===== src/rtl/core/utfh_pkg.sv =====
`default_nettype none

package utfh_pkg;

  localparam logic [31:0] FNV_BASIS = 32'd2166136261;
  localparam logic [31:0] FNV_PRIME = 32'd16777619;

  localparam logic [7:0] BYTE_TERM = 8'h00;
  localparam logic [7:0] MASK_LEAD2 = 8'hE0;
  localparam logic [7:0] CODE_LEAD2 = 8'hC0;
  localparam logic [7:0] MASK_LEAD3 = 8'hF0;
  localparam logic [7:0] CODE_LEAD3 = 8'hE0;
  localparam logic [7:0] MASK_LEAD4 = 8'hF8;
  localparam logic [7:0] CODE_LEAD4 = 8'hF0;
  localparam logic [1:0] SKIP_LEAD3 = 2'd2;
  localparam logic [1:0] SKIP_LEAD4 = 2'd3;
  localparam logic [7:0] CHAR_NONE = 8'h00;

  typedef struct packed {
    logic        word_valid;
    logic [31:0] hash;
    logic        is_number;
    logic [15:0] index;
    logic        text_end;
  } utfh_word_t;

  function automatic logic [7:0] fold_ascii(input logic [7:0] c);
    logic [7:0] r;
    begin
      case (c) inside
        [8'h41:8'h5A]: r = c + 8'd32;
        [8'h61:8'h7A], [8'h30:8'h39]: r = c;
        default: r = CHAR_NONE;
      endcase
      return r;
    end
  endfunction

  function automatic logic [7:0] fold_latin(input logic [10:0] cp);
    logic [7:0] r;
    begin
      case (cp) inside
        [11'h0C0:11'h0C5], [11'h0E0:11'h0E5]: r = 8'h61;
        [11'h0C8:11'h0CB], [11'h0E8:11'h0EB]: r = 8'h65;
        [11'h0CC:11'h0CF], [11'h0EC:11'h0EF]: r = 8'h69;
        [11'h0D2:11'h0D6], [11'h0F2:11'h0F6]: r = 8'h6F;
        [11'h0D9:11'h0DC], [11'h0F9:11'h0FC]: r = 8'h75;
        11'h0C7, 11'h0E7: r = 8'h63;
        11'h0D1, 11'h0F1: r = 8'h6E;
        default: r = CHAR_NONE;
      endcase
      return r;
    end
  endfunction

endpackage

`default_nettype wire


===== src/rtl/core/utf8_fold_word_hasher.sv =====
// Splits a UTF-8 byte stream into words and gives one transaction per finished word
// and one per terminator byte, which also carries any word that it finishes, with a
// 32-bit FNV-1a word hash reduced modulo ID_SPAN plus id_base. The block takes one byte
// every clock cycle while in_stall is low, because the running hash update is a single
// 32-bit multiply by the FNV prime. A result goes from the input register, where the
// tokenizer state updates, through three reduction stages whose two constant multiplies
// and correcting subtract compute the remainder, into the output register.
// Write id_base only while the block is idle.
`default_nettype none

module utf8_fold_word_hasher import utfh_pkg::*; #(
  parameter int unsigned WORD_MAX_CHARS = 32,
  parameter logic [31:0] ID_SPAN        = 32'd65536
) (
  input  wire logic        clk,
  input  wire logic        rst,
  input  wire logic        in_valid,
  output logic             in_stall,
  input  wire logic [7:0]  text_byte,
  input  wire logic        cfg_valid,
  output logic             cfg_ready,
  input  wire logic [31:0] cfg_id_base,
  output logic             out_valid,
  input  wire logic        out_stall,
  output logic             word_valid,
  output logic [31:0]      word_id,
  output logic             word_is_number,
  output logic [15:0]      word_index,
  output logic             text_end
);

  logic        id_valid_w;
  utfh_word_t  id_word;
  logic        id_ready;
  logic [31:0] id_base;

  assign cfg_ready = 1'b1;

  always_ff @(posedge clk) begin
    if (rst) begin
      id_base <= '0;
    end else if (cfg_valid && cfg_ready) begin
      id_base <= cfg_id_base;
    end
  end

  utfh_tokenizer #(
    .WORD_MAX_CHARS(WORD_MAX_CHARS)
  ) u_tokenizer (
    .clk(clk),
    .rst(rst),
    .in_valid(in_valid),
    .in_stall(in_stall),
    .text_byte(text_byte),
    .res_valid(id_valid_w),
    .res(id_word),
    .res_ready(id_ready)
  );

  utfh_reduce #(
    .ID_SPAN(ID_SPAN)
  ) u_reduce (
    .clk(clk),
    .rst(rst),
    .res_valid(id_valid_w),
    .res(id_word),
    .res_ready(id_ready),
    .id_base(id_base),
    .out_valid(out_valid),
    .out_stall(out_stall),
    .word_valid(word_valid),
    .word_id(word_id),
    .word_is_number(word_is_number),
    .word_index(word_index),
    .text_end(text_end)
  );

endmodule

`default_nettype wire


===== src/rtl/core/utfh_tokenizer.sv =====
`default_nettype none

module utfh_tokenizer import utfh_pkg::*; #(
  parameter int unsigned WORD_MAX_CHARS = 32
) (
  input  wire logic       clk,
  input  wire logic       rst,
  input  wire logic       in_valid,
  output logic            in_stall,
  input  wire logic [7:0] text_byte,
  output logic            res_valid,
  output utfh_word_t      res,
  input  wire logic       res_ready
);

  localparam int LEN_W = $clog2(WORD_MAX_CHARS + 1);
  localparam logic [LEN_W-1:0] LEN_MAX = LEN_W'(WORD_MAX_CHARS);

  logic             byte_valid;
  logic [7:0]       byte_q;
  logic             take;

  logic [31:0]      running_hash;
  logic [LEN_W-1:0] kept_length;
  logic             digits_only;
  logic             lead_pending;
  logic [4:0]       lead_bits;
  logic [1:0]       skip_count;
  logic [15:0]      word_counter;

  logic [31:0]      running_hash_next;
  logic [LEN_W-1:0] kept_length_next;
  logic             digits_only_next;
  logic             lead_pending_next;
  logic [4:0]       lead_bits_next;
  logic [1:0]       skip_count_next;
  logic [15:0]      word_counter_next;

  logic             char_take;
  logic [7:0]       ch;
  logic             produce;
  logic [31:0]      hash_mul;
  logic             word_open;

  assign word_open = (kept_length != '0);
  assign hash_mul  = (running_hash ^ {24'd0, ch}) * FNV_PRIME;

  always_comb begin
    running_hash_next = running_hash;
    kept_length_next  = kept_length;
    digits_only_next  = digits_only;
    lead_pending_next = lead_pending;
    lead_bits_next    = lead_bits;
    skip_count_next   = skip_count;
    word_counter_next = word_counter;
    char_take         = 1'b0;
    ch                = CHAR_NONE;
    produce           = 1'b0;
    res               = '0;

    if (byte_q == BYTE_TERM) begin
      produce = 1'b1;
      res.text_end = 1'b1;
      if (word_open) begin
        res.word_valid = 1'b1;
        res.hash       = running_hash;
        res.is_number  = digits_only;
        res.index      = word_counter;
      end
      running_hash_next = FNV_BASIS;
      kept_length_next  = '0;
      digits_only_next  = 1'b1;
      lead_pending_next = 1'b0;
      lead_bits_next    = '0;
      skip_count_next   = '0;
      word_counter_next = '0;
    end else if (lead_pending) begin
      lead_pending_next = 1'b0;
      char_take = 1'b1;
      ch = fold_latin({lead_bits, byte_q[5:0]});
    end else if (skip_count != '0) begin
      skip_count_next = skip_count - 2'd1;
    end else if (!byte_q[7]) begin
      char_take = 1'b1;
      ch = fold_ascii(byte_q);
    end else if ((byte_q & MASK_LEAD2) == CODE_LEAD2) begin
      lead_pending_next = 1'b1;
      lead_bits_next    = byte_q[4:0];
    end else begin
      char_take = 1'b1;
      if ((byte_q & MASK_LEAD3) == CODE_LEAD3) begin
        skip_count_next = SKIP_LEAD3;
      end else if ((byte_q & MASK_LEAD4) == CODE_LEAD4) begin
        skip_count_next = SKIP_LEAD4;
      end
    end

    if (char_take) begin
      if (ch == CHAR_NONE) begin
        if (word_open) begin
          produce = 1'b1;
          res.word_valid = 1'b1;
          res.hash       = running_hash;
          res.is_number  = digits_only;
          res.index      = word_counter;
          if (word_counter != 16'hFFFF) begin
            word_counter_next = word_counter + 16'd1;
          end
          running_hash_next = FNV_BASIS;
          kept_length_next  = '0;
          digits_only_next  = 1'b1;
        end
      end else if (kept_length < LEN_MAX) begin
        running_hash_next = hash_mul;
        kept_length_next  = kept_length + LEN_W'(1);
        if (ch < 8'h30 || ch > 8'h39) begin
          digits_only_next = 1'b0;
        end
      end
    end
  end

  assign res_valid = byte_valid && produce;
  assign take      = byte_valid && (!produce || res_ready);
  assign in_stall  = byte_valid && !take;

  always_ff @(posedge clk) begin
    if (rst) begin
      byte_valid <= 1'b0;
    end else if (!in_stall) begin
      byte_valid <= in_valid;
    end
  end

  always_ff @(posedge clk) begin
    if (!in_stall && in_valid) begin
      byte_q <= text_byte;
    end
  end

  always_ff @(posedge clk) begin
    if (rst) begin
      running_hash <= FNV_BASIS;
      kept_length  <= '0;
      digits_only  <= 1'b1;
      lead_pending <= 1'b0;
      lead_bits    <= '0;
      skip_count   <= '0;
      word_counter <= '0;
    end else if (take) begin
      running_hash <= running_hash_next;
      kept_length  <= kept_length_next;
      digits_only  <= digits_only_next;
      lead_pending <= lead_pending_next;
      lead_bits    <= lead_bits_next;
      skip_count   <= skip_count_next;
      word_counter <= word_counter_next;
    end
  end

  a_lead_skip_exclusive: assert property (@(posedge clk) disable iff (rst)
    !(lead_pending && skip_count != '0))
    else $error("Lead byte pending while continuation bytes are being skipped.");

  a_len_bounded: assert property (@(posedge clk) disable iff (rst)
    kept_length <= LEN_MAX)
    else $error("Kept word length exceeds the character limit.");

  a_term_clears: assert property (@(posedge clk) disable iff (rst)
    take && byte_q == BYTE_TERM |=> kept_length == '0 && word_counter == '0
      && !lead_pending && skip_count == '0)
    else $error("Terminator did not return the text state to its start.");

endmodule

`default_nettype wire


===== src/rtl/core/utfh_reduce.sv =====
`default_nettype none

module utfh_reduce import utfh_pkg::*; #(
  parameter logic [31:0] ID_SPAN = 32'd65536
) (
  input  wire logic        clk,
  input  wire logic        rst,
  input  wire logic        res_valid,
  input  wire utfh_word_t  res,
  output logic             res_ready,
  input  wire logic [31:0] id_base,
  output logic             out_valid,
  input  wire logic        out_stall,
  output logic             word_valid,
  output logic [31:0]      word_id,
  output logic             word_is_number,
  output logic [15:0]      word_index,
  output logic             text_end
);

  localparam logic [63:0] RECIP_FULL = 64'h1_0000_0000 / {32'd0, ID_SPAN};
  localparam logic [31:0] RECIP = RECIP_FULL[31:0];

  logic        va, vb, vc;
  utfh_word_t  wa, wb, wc;
  logic [63:0] prod_a;
  logic [31:0] qs_b;
  logic [31:0] red_c;
  logic        rdy_a, rdy_b, rdy_c, rdy_d;

  logic [31:0] r_raw;
  logic [32:0] r_sub;
  logic [31:0] r_fix;

  assign rdy_d     = !out_valid || !out_stall;
  assign rdy_c     = !vc || rdy_d;
  assign rdy_b     = !vb || rdy_c;
  assign rdy_a     = !va || rdy_b;
  assign res_ready = rdy_a;

  assign r_raw = wb.hash - qs_b;
  assign r_sub = {1'b0, r_raw} - {1'b0, ID_SPAN};
  assign r_fix = (ID_SPAN == 32'd1) ? 32'd0 : (r_sub[32] ? r_raw : r_sub[31:0]);

  always_ff @(posedge clk) begin
    if (rst) begin
      va        <= 1'b0;
      vb        <= 1'b0;
      vc        <= 1'b0;
      out_valid <= 1'b0;
    end else begin
      if (rdy_a) begin
        va <= res_valid;
      end
      if (rdy_b) begin
        vb <= va;
      end
      if (rdy_c) begin
        vc <= vb;
      end
      if (rdy_d) begin
        out_valid <= vc;
      end
    end
  end

  always_ff @(posedge clk) begin
    if (rdy_a && res_valid) begin
      wa     <= res;
      prod_a <= {32'd0, res.hash} * {32'd0, RECIP};
    end
    if (rdy_b && va) begin
      wb   <= wa;
      qs_b <= prod_a[63:32] * ID_SPAN;
    end
    if (rdy_c && vb) begin
      wc    <= wb;
      red_c <= r_fix;
    end
    if (rdy_d && vc) begin
      word_valid     <= wc.word_valid;
      word_id        <= wc.word_valid ? id_base + red_c : 32'd0;
      word_is_number <= wc.is_number;
      word_index     <= wc.index;
      text_end       <= wc.text_end;
    end
  end

  a_estimate_low: assert property (@(posedge clk) disable iff (rst)
    vb |-> qs_b <= wb.hash)
    else $error("Quotient estimate overshoots the hash.");

  a_remainder_range: assert property (@(posedge clk) disable iff (rst)
    vb && ID_SPAN != 32'd1 |-> r_fix < ID_SPAN)
    else $error("Reduced hash is not below the span.");

  a_empty_result: assert property (@(posedge clk) disable iff (rst)
    out_valid && !word_valid |-> word_id == 32'd0 && word_index == 16'd0
      && !word_is_number && text_end)
    else $error("A result without a word carries nonzero fields.");

endmodule

`default_nettype wire


===== config.mk =====
export PLATFORM = sky130hd
export DESIGN_NAME = utf8_fold_word_hasher
export DESIGN_NICKNAME = d
export VERILOG_FILES = /design/src/rtl/core/utfh_pkg.sv /design/src/rtl/core/utf8_fold_word_hasher.sv /design/src/rtl/core/utfh_tokenizer.sv /design/src/rtl/core/utfh_reduce.sv
export SDC_FILE = /design/constraint.sdc
export NUM_CORES = 1
export LEC_CHECK = 0
export BUFFER_PORTS_ARGS = -buffer_cell sky130_fd_sc_hd__buf_2
export CAP_MARGIN = 5
export CELL_PAD_IN_SITES_DETAIL_PLACEMENT = 1
export CELL_PAD_IN_SITES_GLOBAL_PLACEMENT = 1
export CORE_MARGIN = 2
export CORE_UTILIZATION = 50
export CTS_BUF_LIST = sky130_fd_sc_hd__clkbuf_4
export CTS_CLUSTER_SIZE = 30
export DETAILED_ROUTE_END_ITERATION = 16
export MAX_ROUTING_LAYER = met4
export PLACE_DENSITY = 0.9
export SLEW_MARGIN = 20
export SYNTH_ARGS = -nofsm -noshare
export SYNTH_HDL_FRONTEND = slang
export SYNTH_HIERARCHICAL = 1
export SYNTH_SLANG_ARGS = --single-unit

===== constraint.sdc =====
create_clock -name clk -period 14.5 [get_ports clk]
set_clock_uncertainty 0.2 [all_clocks]
set_input_delay 2.9 -clock clk [delete_from_list [all_inputs] [get_ports clk]]
set_output_delay 2.9 -clock clk [all_outputs]
set_load 0.005 [all_outputs]

; Word level (Yosys, flattened, before mapping)
; Index checks and enable logic that the tools add are counted.
[totals]
regBits = 328
in_bits = 45
[op_classes]
addsub = 7
multipliers = 1
n_lt_le_gt_ge = 29
n_eq_ne = 11
muxes = 66
bitwise_logic = 1
n_reduce_logical = 53
[ops]
columns = cell, count
row1 = 50-bit two-way mux, 4
row2 = 32-bit two-way mux, 6
row3 = "11-bit by 8-bit >= comparator with 1-bit output, second input constant", 10
row4 = "11-bit by 8-bit <= comparator with 1-bit output, second input constant", 10
row5 = 8-bit two-way mux, 11
row6 = 16-bit two-way mux, 5
row7 = 51-bit two-way mux, 1
row8 = "11-bit by 8-bit == test with 1-bit output, second input constant", 4
row9 = "32-bit by 17-bit subtractor with 33-bit output, second input constant", 1
row10 = 32-bit adder, 1
row11 = "32-bit by 25-bit multiplier with 32-bit output, second input constant", 1
row12 = 32-bit subtractor, 1
row13 = 32-bit by 8-bit bitwise XOR with 32-bit output, 1
row14 = 6-bit two-way mux, 5
row15 = 5-bit two-way mux, 5
row16 = 1-bit logical AND, 21
row17 = 1-bit two-way mux, 20
row18 = "16-bit by 1-bit adder with 16-bit output, second input constant", 1
row19 = "8-bit by 7-bit >= comparator with 1-bit output, second input constant", 2
row20 = "8-bit by 7-bit <= comparator with 1-bit output, second input constant", 2
row21 = 8-bit zero test, 2
row22 = "16-bit != test, second input constant", 1
row23 = 2-bit OR reduction, 8
row24 = 2-bit two-way mux, 7
row25 = other kinds (22), 38

; Logic depth before layout (Yosys ltp)
[logic_depth]
ltp_word = 21
mapped_depth = 28
ltp_nobuf = 27

; Cells and area by module
; Netlist, hierarchy kept.
[by_module_without_submodules]
columns = module, n_inst, cells_each, area_each_um2, seq_area_each_um2
row1 = utfh_tokenizer, 1, 1176, 9987.1, 1521.5
row2 = utfh_reduce, 1, 380, 6227.2, 4764.6
row3 = utf8_fold_word_hasher, 1, 105, 1174.9, 640.6

; Worst setup path before layout
; No wires, ideal clock.
[synth_path]
kind = in2reg
startpoint = in out_stall
endpoint = reg u_reduce.text_end (enable)
setup_time_ps = 537
arrival_ps = 6638
setup_slack_ps = 7125
path_stages = 1
n_path_buf = 0
path_cell_list = a21boi_0
[synth_between]
elab_chain_len = 3
[synth_lines]
columns = element, line_no
row1 = from (decl), utf8_fold_word_hasher.sv:24  ; input wire logic out_stall,
row2 = 1-bit zero test, utfh_reduce.sv:35  ; assign rdy_d = !out_valid || !out_stall;
row3 = 1-bit logical OR, utfh_reduce.sv:35
row4 = 1-bit logical AND, utfh_reduce.sv:80  ; if (rdy_d && vc) begin
row5 = to (signal assigned), utfh_reduce.sv:85  ; text_end <= wc.text_end;
row6 = to (decl), utfh_reduce.sv:18  ; output logic text_end
; No other way between the ends.
; A chain may end at the register's enable or synchronous reset.

; Final worst setup path
[layout_path]
startpoint = reg u_tokenizer.byte_q[2]
endpoint = reg u_tokenizer.running_hash[14]
[layout_between]
elab_chain_len = 17
[layout_lines]
columns = element, line_no
row1 = from (decl), utfh_tokenizer.sv:20  ; logic [7:0] byte_q;
row2 = from (signal assigned), utfh_tokenizer.sv:137  ; byte_q <= text_byte;
row3 = "parallel branches: the longest is 17 deep, another holds 32-bit by 25-bit multiplier with 32-bit output", -
row4 = to (signal assigned), utfh_tokenizer.sv:151  ; running_hash <= running_hash_next;
row5 = to (decl), utfh_tokenizer.sv:23  ; logic [31:0] running_hash;
; Several ways; the timed one is not identified.

==> impl_metrics.ini <==
[cts]
postCtsHoldBufs = 0
clk_latency_ns = 0.74
cts_max_path_buffers = 3
cts.sinks = 248
postCtsSetupBuffers = 0
clk_pin_slew_ns = 0.07
cts_tree = yes
cts_buffers = 61
cts_root_buf = clkbuf_4
htree_levels = 2
postCtsResizedCells = 0

[route]
drt_iter0_drc = 616
drt-pass1-iter-count = 5
routedWlPerCell_um = 21.5
drt-total-wl_um = 34700
num_vias = 9494
drc = 0
antenna_left = 0
routed_via_density = 5.87

[critical_path]
worstSetupPathType = flop to flop
start_kind = flop
cp.arrival_ns = 8.13
crit_fanout = 18
cp.required_ns = 14.89
cpMostUsedCell = ha_1
slowest_stage = or3_1
worstSetupEndpointType = flop
crit_path_max_incr_delay_ns = 0.69

[sta]
setup_ws_ns = 6.75
finalCriticalPeriod_ns = 7.75
period_share = 0.534
slew_headroom = 0.313
setup_tns_ns = 0
setup_viol = 0
finalHoldViolCount = 0
slew_viol_final = 0
fmax_mhz = 129
worstMarginPinSlew_ns = 1.03
rsz0062_at_grt = no

[die]
die_w_um = 164
core_um2 = 25200
die_area_um2 = 27000
num_rows = 58
fp.dieH_um = 164
start_util = 0.510
io_pins = 99

[power]
swShare = 0.427
leakagePower_nw = 5.72
p_switching_mw = 1.33
p_clk_frac = 0.198
p_int_mw = 1.78
seqPwrFrac = 0.261
peakVddDrop_mv = 0.236
combPwrFrac = 0.541
powerDensity_nw_per_um2 = 215

[synth]
yosysWarnings = 6
syn_nets = 1283
syn_inst = 1112
netlist_area_um2 = 12800
avgSynthCellArea_um2 = 11.5

[outcome]
status = finished clean

[grt]
antenna_found_initial = 1
grt_start_max_net_pins = 66
grt_pass1_wl_um = 53800
grt_pass1_vias = 9989
overflow = 0
grt_usage = 0.265

[min_path]
hp-class = flop to flop

[final_layout]
drive_above_1_share = 0.181
nFillCells = 2734
syn2layout_area_growth_pct = 12.6
final_nets = 1405

[run]
max_cap_violations = 0

[placement]
place_ws_ns = 6.85
gp_congestion = 0.930
port_buffers = 97
hpwl_um = 23100
[final cells by class]
cell class | count | area, um2 | share of cell area
flip-flops and latches | 248 | 6610 | 0.457
multi-input cells | 754 | 5770 | 0.399
clock buffers | 91 | 683 | 0.0473
clock inverters | 24 | 151 | 0.0105
well taps | 330 | 413 | 0.0286
inverters | 64 | 240 | 0.0166
repair buffers | 105 | 586 | 0.0405
diodes | 1 | 2.50 | 0.000173
[worst max-delay path, delay by kind of cell (launching register included)]
kind	cells	cell delay [ns]
DFF	1	0.60
buffers and inverters	2	0.09
AOI/OAI and AO/OA	8	1.13
xor gates and xnor gates	2	0.60
and+or+nand+nor	6	1.87
adders and majority gates	8	3.11
[stage by stage]
step | hold slack [ns] | instances | util | power [mW] | instance area (um2)
after floorplan | 0.200 | 1112 | - | 2.03 | 12800
after global placement | 0.201 | 1499 | 0.538 | 2.33 | 13600
after detailed placement | 0.206 | 1499 | 0.538 | 2.47 | 13600
after CTS | 0.178 | 1614 | 0.572 | 3.12 | 14400
after global routing | 0.177 | 1617 | 0.574 | 3.37 | 14500
final | 0.165 | 1617 | 0.574 | 3.11 | 14500
[worst paths after layout]
| kind | from | to | slack [ns] | cells past startpoint |
|---|---|---|---|---|
| worst max-delay path | u_tokenizer/byte_q[2]$_DFFE_PP_ | u_tokenizer/running_hash[14]$_SDFFE_PP0P_ | 6.75 | 26 |
| worst min-delay path | u_reduce/wa[50]$_DFFE_PP_ | u_reduce/wb[50]$_DFFE_PP_ | 0.16 | 0 |
| worst max register to register | u_tokenizer/byte_q[2]$_DFFE_PP_ | u_tokenizer/running_hash[14]$_SDFFE_PP0P_ | 6.75 | 26 |
| worst min register to register | u_reduce/wa[50]$_DFFE_PP_ | u_reduce/wb[50]$_DFFE_PP_ | 0.16 | 0 |
[flip-flops by register name (all words and copies together) (netlist names), 2 cells and up]
register	count
id_base	32
u_reduce/prod_a	16
u_reduce/red_c	16
u_reduce/wa	19
u_reduce/wb	35
u_reduce/wc	19
u_reduce/word_id	32
u_reduce/word_index	16
u_tokenizer/byte_q	8
u_tokenizer/kept_length	6
u_tokenizer/lead_bits	5
u_tokenizer/running_hash	16
u_tokenizer/skip_count	2
u_tokenizer/word_counter	16
[per-layer routing]
layer | wire length (um) | track usage | part of all wire | up-vias
met5 | 0 | - | 0 | -
met4 | 1400 | 0.112 | 0.040 | 0
met3 | 2150 | 0.0452 | 0.062 | 118
met2 | 17800 | 0.467 | 0.51 | 422
met1 | 13400 | 0.295 | 0.39 | 4611
li1 | - | - | - | 4343
[power groups by stage]
| stage | Combinational [mW] | Clock [mW] | Sequential (mW) |
|---|---|---|---|
| finish | 1.68 | 0.616 | 0.811 |
| global route | 1.88 | 0.669 | 0.813 |
| CTS | 1.68 | 0.628 | 0.809 |
| detailed placement | 1.64 | 0 | 0.824 |
| global placement | 1.51 | 0 | 0.821 |
| floorplan | 1.22 | 0 | 0.803 |
[layout by cell type (no fill, tap or decap), types with 5 or more instances in the layout]
| master | instances |
|---|---|
| o21a_1 | 6 |
| and2_1 | 36 |
| edfxtp_1 | 164 |
| nor3b_1 | 5 |
| buf_2 | 97 |
| dfxtp_1 | 84 |
| buf_4 | 6 |
| mux2i_1 | 48 |
| fa_1 | 22 |
| nor4_1 | 6 |
| a22oi_1 | 5 |
| ha_1 | 104 |
| a31oi_1 | 11 |
| a2bb2oi_1 | 8 |
| a211oi_1 | 9 |
| o211ai_1 | 10 |
| nand2_1 | 55 |
| inv_1 | 63 |
| o21ai_1 | 6 |
| and3_1 | 15 |
| a21o_1 | 13 |
| or3_1 | 5 |
| a21oi_1 | 69 |
| o21ai_0 | 31 |
| nand3b_1 | 6 |
| or4_1 | 5 |
| a22o_1 | 14 |
| nand3_1 | 19 |
| nand4_1 | 12 |
| nor2_1 | 94 |
| a21boi_0 | 5 |
| xnor2_1 | 20 |
| clkbuf_4 | 91 |
| xor2_1 | 16 |
| nor3_1 | 13 |
| clkinv_1 | 18 |
| nand2b_1 | 16 |
No activity file was read; power rests on OpenSTA's default activity.
